==> config.mk <==
export PLATFORM = sky130hd
export DESIGN_NAME = disjoint_interval_tracker
export DESIGN_NICKNAME = d
export VERILOG_FILES = /design/src/design/dit_pkg.sv /design/src/design/dit_mem.sv /design/src/design/dit_ctrl.sv /design/src/design/disjoint_interval_tracker.sv
export SDC_FILE = /design/constraint.sdc
export NUM_CORES = 2
export LEC_CHECK = 0
export BUFFER_PORTS_ARGS = -buffer_cell sky130_fd_sc_hd__buf_2
export CAP_MARGIN = 30
export CORE_UTILIZATION = 35
export CTS_BUF_LIST = sky130_fd_sc_hd__clkbuf_2
export CTS_CLUSTER_SIZE = 24
export DETAILED_ROUTE_END_ITERATION = 12
export GPL_TIMING_DRIVEN = 1
export HOLD_SLACK_MARGIN = 0.03
export SYNTH_ARGS = -nofsm -noshare
export SYNTH_HDL_FRONTEND = slang
export SYNTH_HIERARCHICAL = 1
export SYNTH_SLANG_ARGS = --single-unit
==> constraint.sdc <==
create_clock -name i_clk -period 21.8 [get_ports i_clk]
set_input_delay 1.09 -clock i_clk [delete_from_list [all_inputs] [get_ports i_clk]]
set_output_delay 1.09 -clock i_clk [all_outputs]
set_load 0.02 [all_outputs]
==> src/design/dit_pkg.sv <==
`timescale 1ns / 1ps
// ----------------------------------------------------------------------------
// dit_pkg: shared types and codes for the disjoint interval tracker
// Transfer payloads, operation and result-kind codes, controller states.
// ----------------------------------------------------------------------------
package dit_pkg;

    // Width of the value and bound fields on the ports
    localparam int FIELD_BITS = 31;

    // Operation codes
    localparam logic OP_ADD    = 1'b0;
    localparam logic OP_REPORT = 1'b1;

    // Result kinds
    localparam logic [2:0] KIND_ADDED    = 3'd0;
    localparam logic [2:0] KIND_PRESENT  = 3'd1;
    localparam logic [2:0] KIND_FULL     = 3'd2;
    localparam logic [2:0] KIND_INTERVAL = 3'd3;
    localparam logic [2:0] KIND_EMPTY    = 3'd4;

    // Input transfer
    typedef struct packed {
        logic                  opcode;
        logic [FIELD_BITS-1:0] value;
    } t_in_item;

    // Output transfer
    typedef struct packed {
        logic [2:0]            kind;
        logic [FIELD_BITS-1:0] range_start;
        logic [FIELD_BITS-1:0] range_end;
        logic                  last;
    } t_out_item;

    // Controller states
    typedef enum logic [2:0] {
        S_IDLE,
        S_SEARCH,
        S_DECIDE,
        S_SHIFT,
        S_PLACE,
        S_RESULT,
        S_REPORT
    } t_state;

endpackage

==> src/design/dit_mem.sv <==
`timescale 1ns / 1ps
// ----------------------------------------------------------------------------
// dit_mem: interval table storage
// Simple dual-port RAM, one write and one registered read per cycle.
// ----------------------------------------------------------------------------
module dit_mem #(
    parameter  int DEPTH = 32,
    parameter  int WIDTH = 62,
    localparam int AW    = $clog2(DEPTH)
) (
    input  logic             i_clk,
    input  logic             i_we,
    input  logic [AW-1:0]    i_waddr,
    input  logic [WIDTH-1:0] i_wdata,
    input  logic [AW-1:0]    i_raddr,
    output logic [WIDTH-1:0] o_rdata
);

    logic [WIDTH-1:0] r_mem [DEPTH];
    logic [WIDTH-1:0] r_rdata;

    // Write port
    always_ff @(posedge i_clk) begin
        if (i_we) begin
            r_mem[i_waddr] <= i_wdata;
        end
    end

    // Read port, registered read data
    always_ff @(posedge i_clk) begin
        r_rdata <= r_mem[i_raddr];
    end

    assign o_rdata = r_rdata;

endmodule

==> src/design/dit_ctrl.sv <==
`timescale 1ns / 1ps
// ----------------------------------------------------------------------------
// dit_ctrl: table sequencer
// Scans the table for the insert point, then extends, merges or inserts an
// interval by read-modify-write through the table RAM, unless the value is
// present or the table is full; streams the table on a report.
// ----------------------------------------------------------------------------
module dit_ctrl #(
    parameter  int MAX_INTERVALS = 32,
    parameter  int VALUE_BITS    = 31,
    localparam int AW            = $clog2(MAX_INTERVALS),
    localparam int EW            = 2 * VALUE_BITS
) (
    input  logic               i_clk,
    input  logic               i_rst_n,
    input  logic               i_in_valid,
    input  dit_pkg::t_in_item  i_in,
    output logic               o_in_stall,
    input  logic               i_out_free,
    output logic               o_emit_valid,
    output dit_pkg::t_out_item o_emit,
    output logic               o_mem_we,
    output logic [AW-1:0]      o_mem_waddr,
    output logic [EW-1:0]      o_mem_wdata,
    output logic [AW-1:0]      o_mem_raddr,
    input  logic [EW-1:0]      i_mem_rdata
);

    localparam int VB = VALUE_BITS;
    localparam int CW = $clog2(MAX_INTERVALS + 1);

    // Control state
    dit_pkg::t_state r_state, n_state;
    logic [CW-1:0]   r_count, n_count;
    logic            r_pend, n_pend;
    // Work registers
    logic [VB-1:0]   r_v, n_v;
    logic [CW-1:0]   r_idx, n_idx;
    logic [CW-1:0]   r_src, n_src;
    logic [CW-1:0]   r_p, n_p;
    logic [CW-1:0]   r_rem, n_rem;
    logic            r_up, n_up;
    logic [2:0]      r_kind, n_kind;
    logic [EW-1:0]   r_prev, n_prev;
    logic [EW-1:0]   r_next, n_next;
    logic            r_have_prev, n_have_prev;
    logic            r_have_next, n_have_next;

    // Shared decode
    logic          in_xfer;
    logic [VB-1:0] rd_start, rd_end;
    logic [VB-1:0] prev_start, prev_end, next_start, next_end;
    logic [VB:0]   prev_end_inc, v_inc;
    logic          srch_found;
    logic          covered, left, right, full;
    logic          rep_issue, rep_last;
    logic [CW-1:0] p_dec, src_inc, src_dec, count_dec;

    assign in_xfer      = i_in_valid && (r_state == dit_pkg::S_IDLE);
    assign rd_start     = i_mem_rdata[EW-1:VB];
    assign rd_end       = i_mem_rdata[VB-1:0];
    assign prev_start   = r_prev[EW-1:VB];
    assign prev_end     = r_prev[VB-1:0];
    assign next_start   = r_next[EW-1:VB];
    assign next_end     = r_next[VB-1:0];
    assign prev_end_inc = {1'b0, prev_end} + (VB+1)'(1);
    assign v_inc        = {1'b0, r_v} + (VB+1)'(1);

    // First entry whose start lies above the value marks the insert point
    assign srch_found = r_pend && (rd_start > r_v);

    assign covered = r_have_prev && (prev_end >= r_v);
    assign left    = r_have_prev && (prev_end_inc == {1'b0, r_v});
    assign right   = r_have_next && ({1'b0, next_start} == v_inc);
    assign full    = (r_count == CW'(MAX_INTERVALS));

    assign count_dec = r_count - CW'(1);
    assign p_dec     = r_p - CW'(1);
    assign src_inc   = r_src + CW'(1);
    assign src_dec   = r_src - CW'(1);

    // Report reads one entry at a time, only when the output slot frees up
    assign rep_issue = (r_state == dit_pkg::S_REPORT) && !r_pend &&
                       (r_idx < r_count) && i_out_free;
    assign rep_last  = (r_src == count_dec);

    // Next state and work registers
    always_comb begin
        n_state     = r_state;
        n_count     = r_count;
        n_pend      = r_pend;
        n_v         = r_v;
        n_idx       = r_idx;
        n_src       = r_src;
        n_p         = r_p;
        n_rem       = r_rem;
        n_up        = r_up;
        n_kind      = r_kind;
        n_prev      = r_prev;
        n_next      = r_next;
        n_have_prev = r_have_prev;
        n_have_next = r_have_next;
        case (r_state)
            dit_pkg::S_IDLE: begin
                if (in_xfer) begin
                    n_v         = VB'(i_in.value);
                    n_idx       = '0;
                    n_pend      = 1'b0;
                    n_have_prev = 1'b0;
                    n_have_next = 1'b0;
                    if (i_in.opcode == dit_pkg::OP_ADD) begin
                        n_state = dit_pkg::S_SEARCH;
                    end else begin
                        n_state = dit_pkg::S_REPORT;
                    end
                end
            end
            dit_pkg::S_SEARCH: begin
                if (srch_found) begin
                    n_next      = i_mem_rdata;
                    n_have_next = 1'b1;
                    n_p         = r_src;
                    n_pend      = 1'b0;
                    n_state     = dit_pkg::S_DECIDE;
                end else begin
                    if (r_pend) begin
                        n_prev      = i_mem_rdata;
                        n_have_prev = 1'b1;
                    end
                    if (r_idx == r_count) begin
                        n_p     = r_count;
                        n_pend  = 1'b0;
                        n_state = dit_pkg::S_DECIDE;
                    end else begin
                        n_src  = r_idx;
                        n_idx  = r_idx + CW'(1);
                        n_pend = 1'b1;
                    end
                end
            end
            dit_pkg::S_DECIDE: begin
                n_kind = dit_pkg::KIND_ADDED;
                if (covered) begin
                    n_kind  = dit_pkg::KIND_PRESENT;
                    n_state = dit_pkg::S_RESULT;
                end else if (left && right) begin
                    // Bridge: close the gap, then pull the tail down by one
                    n_count = count_dec;
                    n_idx   = r_p + CW'(1);
                    n_rem   = r_count - r_p - CW'(1);
                    n_up    = 1'b0;
                    n_state = dit_pkg::S_SHIFT;
                end else if (left || right) begin
                    n_state = dit_pkg::S_RESULT;
                end else if (full) begin
                    n_kind  = dit_pkg::KIND_FULL;
                    n_state = dit_pkg::S_RESULT;
                end else begin
                    // New interval: push the tail up by one, top entry first
                    n_count = r_count + CW'(1);
                    n_idx   = count_dec;
                    n_rem   = r_count - r_p;
                    n_up    = 1'b1;
                    n_state = dit_pkg::S_SHIFT;
                end
            end
            dit_pkg::S_SHIFT: begin
                if (r_rem != '0) begin
                    n_src  = r_idx;
                    n_pend = 1'b1;
                    n_idx  = r_up ? (r_idx - CW'(1)) : (r_idx + CW'(1));
                    n_rem  = r_rem - CW'(1);
                end else begin
                    n_pend  = 1'b0;
                    n_state = r_up ? dit_pkg::S_PLACE : dit_pkg::S_RESULT;
                end
            end
            dit_pkg::S_PLACE: begin
                n_state = dit_pkg::S_RESULT;
            end
            dit_pkg::S_RESULT: begin
                if (i_out_free) begin
                    n_state = dit_pkg::S_IDLE;
                end
            end
            dit_pkg::S_REPORT: begin
                if (r_count == '0) begin
                    if (i_out_free) begin
                        n_state = dit_pkg::S_IDLE;
                    end
                end else begin
                    n_pend = rep_issue;
                    if (rep_issue) begin
                        n_src = r_idx;
                        n_idx = r_idx + CW'(1);
                    end
                    if (r_pend && rep_last) begin
                        n_state = dit_pkg::S_IDLE;
                    end
                end
            end
            default: begin
                n_state = dit_pkg::S_IDLE;
                n_pend  = 1'b0;
            end
        endcase
    end

    // Outputs: RAM ports, result and input stall
    always_comb begin
        o_in_stall   = (r_state != dit_pkg::S_IDLE);
        o_mem_raddr  = r_idx[AW-1:0];
        o_mem_we     = 1'b0;
        o_mem_waddr  = r_p[AW-1:0];
        o_mem_wdata  = i_mem_rdata;
        o_emit_valid = 1'b0;
        o_emit       = '0;
        case (r_state)
            dit_pkg::S_DECIDE: begin
                o_mem_we = !covered && (left || right);
                if (left && right) begin
                    o_mem_waddr = p_dec[AW-1:0];
                    o_mem_wdata = {prev_start, next_end};
                end else if (left) begin
                    o_mem_waddr = p_dec[AW-1:0];
                    o_mem_wdata = {prev_start, r_v};
                end else begin
                    o_mem_waddr = r_p[AW-1:0];
                    o_mem_wdata = {r_v, next_end};
                end
            end
            dit_pkg::S_SHIFT: begin
                o_mem_we    = r_pend;
                o_mem_waddr = r_up ? src_inc[AW-1:0] : src_dec[AW-1:0];
                o_mem_wdata = i_mem_rdata;
            end
            dit_pkg::S_PLACE: begin
                o_mem_we    = 1'b1;
                o_mem_waddr = r_p[AW-1:0];
                o_mem_wdata = {r_v, r_v};
            end
            dit_pkg::S_RESULT: begin
                o_emit_valid = i_out_free;
                o_emit.kind  = r_kind;
                o_emit.last  = 1'b1;
            end
            dit_pkg::S_REPORT: begin
                if (r_count == '0) begin
                    o_emit_valid = i_out_free;
                    o_emit.kind  = dit_pkg::KIND_EMPTY;
                    o_emit.last  = 1'b1;
                end else begin
                    o_emit_valid       = r_pend;
                    o_emit.kind        = dit_pkg::KIND_INTERVAL;
                    o_emit.range_start = dit_pkg::FIELD_BITS'(rd_start);
                    o_emit.range_end   = dit_pkg::FIELD_BITS'(rd_end);
                    o_emit.last        = rep_last;
                end
            end
            default: begin
                o_mem_we = 1'b0;
            end
        endcase
    end

    // Control registers
    always_ff @(posedge i_clk) begin
        if (!i_rst_n) begin
            r_state <= dit_pkg::S_IDLE;
            r_count <= '0;
            r_pend  <= 1'b0;
        end else begin
            r_state <= n_state;
            r_count <= n_count;
            r_pend  <= n_pend;
        end
    end

    // Work registers
    always_ff @(posedge i_clk) begin
        r_v         <= n_v;
        r_idx       <= n_idx;
        r_src       <= n_src;
        r_p         <= n_p;
        r_rem       <= n_rem;
        r_up        <= n_up;
        r_kind      <= n_kind;
        r_prev      <= n_prev;
        r_next      <= n_next;
        r_have_prev <= n_have_prev;
        r_have_next <= n_have_next;
    end

    // Checks
    a_count_bound: assert property (@(posedge i_clk) disable iff (!i_rst_n)
        r_count <= CW'(MAX_INTERVALS))
        else $error("interval count above table depth");

    a_write_phase: assert property (@(posedge i_clk) disable iff (!i_rst_n)
        o_mem_we |-> (r_state == dit_pkg::S_DECIDE || r_state == dit_pkg::S_SHIFT ||
                      r_state == dit_pkg::S_PLACE))
        else $error("table write outside an update phase");

    a_emit_free: assert property (@(posedge i_clk) disable iff (!i_rst_n)
        o_emit_valid |-> i_out_free)
        else $error("result produced while output slot busy");

    a_idle_quiet: assert property (@(posedge i_clk) disable iff (!i_rst_n)
        (r_state == dit_pkg::S_IDLE) |-> !r_pend)
        else $error("read left in flight at idle");

    a_full_keeps: assert property (@(posedge i_clk) disable iff (!i_rst_n)
        (r_state == dit_pkg::S_DECIDE && !covered && !left && !right && full)
        |=> (r_count == $past(r_count)))
        else $error("dropped value changed the table");

endmodule

==> src/design/disjoint_interval_tracker.sv <==
`timescale 1ns / 1ps
// One item at a time: the input stalls until the current item is done. An add scans the
// table through the registered RAM read for the insert point, then decides and emits its
// result; a new interval also shifts the tail up and places the entry, a bridge shifts the
// tail down. A report reads and emits one interval at a time; output stalls add to both.
// Reset: synchronous active-low; clears the interval count and control state only, the
// table RAM is not cleared and entries at or above count are never read.
// ----------------------------------------------------------------------------
// disjoint_interval_tracker: sorted table of merged disjoint intervals
// Adds single values to the set with extend/merge/insert and lists the set.
// ----------------------------------------------------------------------------
module disjoint_interval_tracker #(
    parameter int MAX_INTERVALS = 32,
    parameter int VALUE_BITS    = 31
) (
    input  logic               i_clk,
    input  logic               i_rst_n,
    input  logic               i_in_valid,
    output logic               o_in_stall,
    input  dit_pkg::t_in_item  i_in_item,
    output logic               o_out_valid,
    input  logic               i_out_stall,
    output dit_pkg::t_out_item o_out_item
);

    localparam int AW = $clog2(MAX_INTERVALS);
    localparam int EW = 2 * VALUE_BITS;

    logic               out_free;
    logic               emit_valid;
    dit_pkg::t_out_item emit;
    logic               mem_we;
    logic [AW-1:0]      mem_waddr;
    logic [EW-1:0]      mem_wdata;
    logic [AW-1:0]      mem_raddr;
    logic [EW-1:0]      mem_rdata;

    logic               r_out_valid;
    dit_pkg::t_out_item r_out_item;

    // Output slot is free when empty or being taken this cycle
    assign out_free = !r_out_valid || !i_out_stall;

    dit_ctrl #(
        .MAX_INTERVALS (MAX_INTERVALS),
        .VALUE_BITS    (VALUE_BITS)
    ) u_ctrl (
        .i_clk        (i_clk),
        .i_rst_n      (i_rst_n),
        .i_in_valid   (i_in_valid),
        .i_in         (i_in_item),
        .o_in_stall   (o_in_stall),
        .i_out_free   (out_free),
        .o_emit_valid (emit_valid),
        .o_emit       (emit),
        .o_mem_we     (mem_we),
        .o_mem_waddr  (mem_waddr),
        .o_mem_wdata  (mem_wdata),
        .o_mem_raddr  (mem_raddr),
        .i_mem_rdata  (mem_rdata)
    );

    dit_mem #(
        .DEPTH (MAX_INTERVALS),
        .WIDTH (EW)
    ) u_mem (
        .i_clk   (i_clk),
        .i_we    (mem_we),
        .i_waddr (mem_waddr),
        .i_wdata (mem_wdata),
        .i_raddr (mem_raddr),
        .o_rdata (mem_rdata)
    );

    // Output register: holds a result until its transfer completes
    always_ff @(posedge i_clk) begin
        if (!i_rst_n) begin
            r_out_valid <= 1'b0;
        end else if (emit_valid) begin
            r_out_valid <= 1'b1;
        end else if (!i_out_stall) begin
            r_out_valid <= 1'b0;
        end
    end

    always_ff @(posedge i_clk) begin
        if (emit_valid) begin
            r_out_item <= emit;
        end
    end

    assign o_out_valid = r_out_valid;
    assign o_out_item  = r_out_item;

endmodule

; ---- Word level (Yosys, flattened, before mapping)
; Memory sizes are Yosys's and may differ from the RTL's. A register that Yosys moved wholly into a read port is not among the register bits.
; Cells that the tools add are included.
[word_totals]
memories = 1
in_bits = 36
ram_bits = 1984
ff_bits = 261
wordCells = 187
[mem_list]
columns = name, words, word_bits, read_ports, rd_clocked_by_memory_dff, write_ports, line_no
row1 = u_mem.r_mem, 32, 62, 1, 1, 1, dit_mem.sv:19  ; logic [WIDTH-1:0] r_mem [DEPTH];
[classes]
n_addsub = 13
bitwise = 4
n_lt_le_gt_ge = 3
n_mux = 77
n_eq_ne = 28
reduce_logical = 41
[ops]
columns = cell, n
row1 = two-way mux 6 bit, 26
row2 = two-way mux 62 bit, 2
row3 = case mux 62 bit (2 select lines), 1
row4 = "adder 31 x 1 -> 32 bit, second input constant", 2
row5 = two-way mux 3 bit, 13
row6 = == test 31 x 32 -> 1 bit, 1
row7 = == test 32 x 31 -> 1 bit, 1
row8 = greater-or-equal comparator 31 bit, 1
row9 = greater-than comparator 31 bit, 1
row10 = case mux 6 bit (5 select lines), 1
row11 = "subtractor 6 x 1 -> 6 bit, second input constant", 4
row12 = case mux 3 bit (7 select lines), 1
row13 = two-way mux 1 bit, 19
row14 = "adder 6 x 1 -> 6 bit, second input constant", 3
row15 = case mux 6 bit (3 select lines), 1
row16 = two-way mux 5 bit, 3
row17 = "!= test 2 bit, second input constant", 7
row18 = == test 6 bit, 2
row19 = "!= test 2 x 1 -> 1 bit, second input constant", 6
row20 = case mux 6 bit (2 select lines), 1
row21 = AND reduction 4 bit, 3
row22 = logical AND 1 bit, 11
row23 = case mux 5 bit (2 select lines), 1
row24 = AND reduction 10 bit, 1
row25 = other kinds (30), 54

; ---- Logic depth before layout (Yosys ltp)
[depth]
ltp_word = 8
mapped_depth = 21
ltp_nobuf = 17

; ---- By module
; Netlist, hierarchy kept.
[modules_own_cells]
columns = module, instances, cells_each, seq_area_each_um2, area_each_um2
row1 = dit_mem, 1, 4332, 60818.3, 78047.4
row2 = dit_ctrl, 1, 1379, 5725.5, 13605.5
row3 = disjoint_interval_tracker, 1, 70, 2001.9, 2016.9

; ---- Worst setup path before layout
; No wires, ideal clock.
[synth_path]
path_type = register to register
start = register u_ctrl.r_v[7]
end = memory u_mem.r_mem[19][0], enable pin
path_stages_with_launch = 19
t_required_ps = 21317
setup_time_ps = 483
period_less_slack_ps = 7737
path_buffers = 5
path_slack_ps = 14063
arrival_ps = 7254
path_cell_list = edfxtp_1 > clkbuf_1 > and4_1 > and3_1 > clkbuf_1 > nand4_1 > clkbuf_1 > xor2_1 > or4_1 > a2111oi_0 > and4_1 > ha_1 > clkbuf_1 > buf_1 > o211ai_1 > mux2i_1 > a21oi_1 > or3b_2 > nor2_1
[synth_lines]
columns = item, line_no
row1 = from (decl), dit_ctrl.sv:37  ; logic [VB-1:0] r_v, n_v;
row2 = from (signal assigned), dit_ctrl.sv:281  ; r_v <= n_v;
row3 = adder 31 x 1 -> 32 bit, dit_ctrl.sv:67  ; assign v_inc = {1'b0, r_v} + (VB+1)'(1);
row4 = == test 31 x 32 -> 1 bit, dit_ctrl.sv:74  ; assign right = r_have_next && ({1'b0, next_start} == v_inc);
row5 = logical AND 1 bit, dit_ctrl.sv:74
row6 = logical AND 1 bit, dit_ctrl.sv:221  ; if (left && right) begin
row7 = two-way mux 5 bit (*), dit_ctrl.sv:221
row8 = case mux 5 bit (2 select lines) (*), dit_ctrl.sv:218  ; case (r_state)
row9 = net mem_waddr[4], disjoint_interval_tracker.sv:33  ; logic [AW-1:0] mem_waddr;
row10 = to (decl), dit_mem.sv:19
; Mark *: on every way through the listed nets, which the timed path passes. The rest lies on a longest branch.

; ---- Worst setup path in the final report
[layout_path]
start = register u_ctrl.r_v[5]
end = memory u_mem.r_mem[31][39], enable pin
; The elaborated chain is that of the path after synthesis.

==> metrics <==
Cell Area, Synth about 94000 um^2; vias in the first global route ~55000; detailed-route vias per instance roughly 5.4; final instance count without filler cells roughly 10000; combinational share of power a little over a third; fraction of layout instances using a drive strength above 1 18.7%; register-to-register setup slack 14240 ps; Layout Nets approximately 6500; maximum net fanout on the critical path 44; Mapped Nets about 5900; Pleak approximately 37 nW; path depth of the worst reg2reg path 16; endpoint of the worst register-to-register path u_mem/r_mem[31][39]; count of vias placed by the detailed router approximately 55000; Placeable Area around 270000 um^2; capturing element type of the critical path flop; # setup viols final 0; final wirelength ~260000 um; placed insts 9236; sequential group share of total power ~44%; number of buffers added by the clock tree synthesis step roughly 600; proportion of register bits with asynchronous set or reset after synthesis 0%; worst setup timing slack at the placement stage ~15000 ps; kind of start point of the critical path flop; clock sink total between 2000 and 2500; maximum clock path buffer count 4; unrepaired setup endpoints after global routing no; floorplan die width slightly above 500 um; largest net degree at the start of global routing roughly 130; gpl congestion 0.860; sum of net half-perimeters after detailed placement between 150000 and 200000 um; CTS H-tree depth 6; overall power consumption 14.6 mW; distinct cell type count of the synthesized netlist 76; source-to-sink clock delay at the later pin of the worst-skew pair roughly 1900 ps; worst min-delay path class in2reg; Detail Route Antenna Nets 0; number of flops mapped to enable cells by yosys about 2200; height of the die a little over 500 um; clock root buffer clkbuf_2; switching part of the total power 39.7%; first-pass GRT wire length 379000 um; number of antenna violations at the first check in global routing 20; Syn Area/Cell 16.2 um^2; power share of the clock group 19.5%; Hold-fix buffers, CTS 72; drt wl/cell about 26 um; Total Die Area 270000 um^2; TritonCTS clock tree built; max-cap viol count 0; share of the yosys chip area belonging to registers 73.2%; number of instances in the synthesized netlist between 5000 and 6000; setup TNS 0 ps; total overflow reported by the global router 0; status finished, final reports clean; shortest clock period the worst path allows after layout 7560 ps; internal power contribution between 8 and 9 mW; Final Hold Vio Count 0; Max Transition Viols Final 0; count of synthesis-stage warnings from yosys 6; Total GRT Usage roughly a fifth; clock transition at the registers of the reported paths approximately 110 ps; Max IR drop VDD ~0.00012 V; terminating pin of the worst hold path u_ctrl/r_v[30]; Reg-to-Reg Start u_ctrl/r_v[5]; fillers roughly 25000; #FFs+latches synth 2307; number of primary I/O pins roughly 100; number of post-CTS setup repair buffers 0; Setup Skew ~240 ps; remaining routing DRC violations 0; number of input and output port buffers inserted around 100; Area growth syn-to-layout 12.1%; 1st-iter DRT viols 5402; initial core utilization around a third; maximum operating frequency between 0.1 and 0.15 GHz; required time of the worst setup path between 20000 and 25000 ps; top flip-flop cell by instance count after synthesis edfxtp_1; Arr. time, crit path ~8900 ps; Worst Max-Slew Pin Slew between 1000 and 1500 ps; Min-Delay Path Depth 2; drt first pass iters 5; period utilisation layout approximately a third; number of cells upsized or downsized after cts 0; worst setup path class reg2reg; worst hold start i_in_item[30]; site row count approximately 190; areal power density over the cells roughly 140 nW/um^2; Worst Hold Slack ~340 ps; headroom to the max-slew limit a little over a fifth; switching power summed over all nets between 5 and 6 mW; worst-case setup margin in the final layout approximately 14000 ps
==> stage by stage <==
step / utilization [%] / area [um^2]
2_1_floorplan: - / 93700
3_5_place_dp: 37.3 / 99000
5_1_grt: 39.5 / 105000
4_1_cts: 39.4 / 105000
3_3_place_gp: 37.1 / 98600
6_report: 39.5 / 105000
==> cell usage in the layout, fill, tap and decap left out, types with 17 or more instances in the layout <==
| master | count |
|---|---|
| xor2_1 | 36 |
| nand3_1 | 224 |
| nor3_1 | 86 |
| buf_12 | 20 |
| nand4_1 | 44 |
| a21o_1 | 35 |
| dfxtp_1 | 73 |
| clkbuf_2 | 852 |
| a21oi_1 | 261 |
| mux2i_1 | 997 |
| xnor2_1 | 81 |
| nor2_4 | 35 |
| clkinv_2 | 17 |
| o21ai_0 | 41 |
| buf_4 | 127 |
| buf_2 | 105 |
| a31oi_1 | 68 |
| nor2b_1 | 57 |
| nand2_1 | 271 |
| clkinv_1 | 85 |
| nor2_1 | 87 |
| a22o_1 | 127 |
| edfxtp_1 | 2234 |
| and3_1 | 67 |
| a21oi_4 | 19 |
| a22oi_1 | 192 |
| dlygate4sd3_1 | 72 |
| a221o_1 | 35 |
| inv_1 | 64 |
| ha_1 | 89 |
==> worst max path at each step <==
stage / startpoint / endpoint / cells past startpoint
floorplan: u_ctrl/r_v[7] / u_mem/r_mem[19][0] / 18
global placement: u_ctrl/r_v[7] / u_mem/r_mem[21][14] / 15
detailed placement: u_ctrl/r_v[7] / u_mem/r_mem[31][17] / 16
CTS: u_ctrl/r_v[5] / u_mem/r_mem[31][38] / 16
global route: u_ctrl/r_v[5] / u_mem/r_mem[31][38] / 16
finish: u_ctrl/r_v[5] / u_mem/r_mem[31][39] / 16
==> synthesized netlist by cell type, types with 8 or more instances <==
cell type,count,area [um^2]
nor2b_1,60,375
a21oi_1,279,1400
nand2b_1,9,56.3
a21o_1,35,263
a31oi_1,68,425
o32ai_1,16,140
xnor2_1,81,709
a22oi_1,192,1440
o21ai_0,41,205
ha_1,89,1110
nand2_1,273,1020
buf_2,118,591
and3_1,68,425
inv_1,64,240
nand3_1,224,1120
a22o_1,127,1110
xor2_1,36,315
a211oi_1,8,60.1
nand4_1,44,275
nor4_1,16,100
clkbuf_1,148,556
o21a_1,11,82.6
nor2_1,121,454
dfxtp_1,73,1460
and2_1,8,50.1
and4_1,13,114
buf_4,59,443
edfxtp_1,2234,67100
o31ai_1,9,67.6
o22ai_1,9,56.3
a221o_1,48,480
nor3_1,86,430
mux2i_1,997,9980
==> state kept, by name (all words and copies together), names as in the netlist, 2 cells and up <==
| register | cells |
|---|---|
| o_out_item | 66 |
| u_ctrl/r_count | 6 |
| u_ctrl/r_idx | 6 |
| u_ctrl/r_kind | 2 |
| u_ctrl/r_next | 62 |
| u_ctrl/r_p | 6 |
| u_ctrl/r_prev | 62 |
| u_ctrl/r_rem | 6 |
| u_ctrl/r_src | 6 |
| u_ctrl/r_state | 3 |
| u_ctrl/r_v | 31 |
| u_mem/o_rdata | 62 |
| u_mem/r_mem | 1984 |
==> power by group through the flow <==
stage	registers, mW	clock network (mW)	logic (mW)
finish	6.44	2.84	5.31
global route	6.45	3.13	5.59
CTS	6.44	2.92	5.21
detailed placement	6.54	0	5.17
global placement	6.55	0	5.01
floorplan	6.36	0	2.98
==> critical path: stages (launching register included) <==
cell       delay [ps]
edfxtp_1          540
and4_1            340
and3_1            340
nand4_1           520
xor2_1            310
or4_1             410
a2111oi_0         450
buf_1             230
and4_1            250
ha_1              150
buf_4             290
o21ai_0           190
mux2i_1           150
a21oi_1           840
nand3_1           560
nor2_4            710
buf_4             730
==> kinds of logic (layout without fill, tap and decap cells) <==
logic type	count (synthesis)	count (layout)	share of synthesized area, %
AO/OA/AOI/OAI	890	890	6.56
XOR/XNOR	118	118	1.12
adder cells (fa/ha/maj)	91	91	1.23
buffers and inverters	405	1386	2.06
flip-flops	2307	2307	73.2
multiplexers	1004	1004	10.7
other	0	10	0
AND/OR/NAND/NOR	966	966	5.11
==> per-layer routing <==
metal,track usage [%],wire [um],up-vias
li1,-,-,24300
met1,26.4,114000,28300
met2,30.5,124000,2405
met3,3.33,20000,373
met4,6.10,6020,0
met5,0,0,-
==> cell type report <==
| cell class | count | area, um^2 | area share, % |
|---|---|---|---|
| Clock inverter | 125 | 722 | 0.688 |
| Multi-Input combinational cell | 3069 | 23700 | 22.6 |
| Tap cell | 3533 | 4420 | 4.21 |
| Timing Repair Buffer | 343 | 3030 | 2.88 |
| Antenna cell | 10 | 25.0 | 0.0238 |
| Clock buffer | 852 | 4260 | 4.06 |
| Sequential cell | 2307 | 68500 | 65.3 |
| Inverter | 66 | 248 | 0.236 |
No activity file was read; power rests on OpenSTA's default activity.
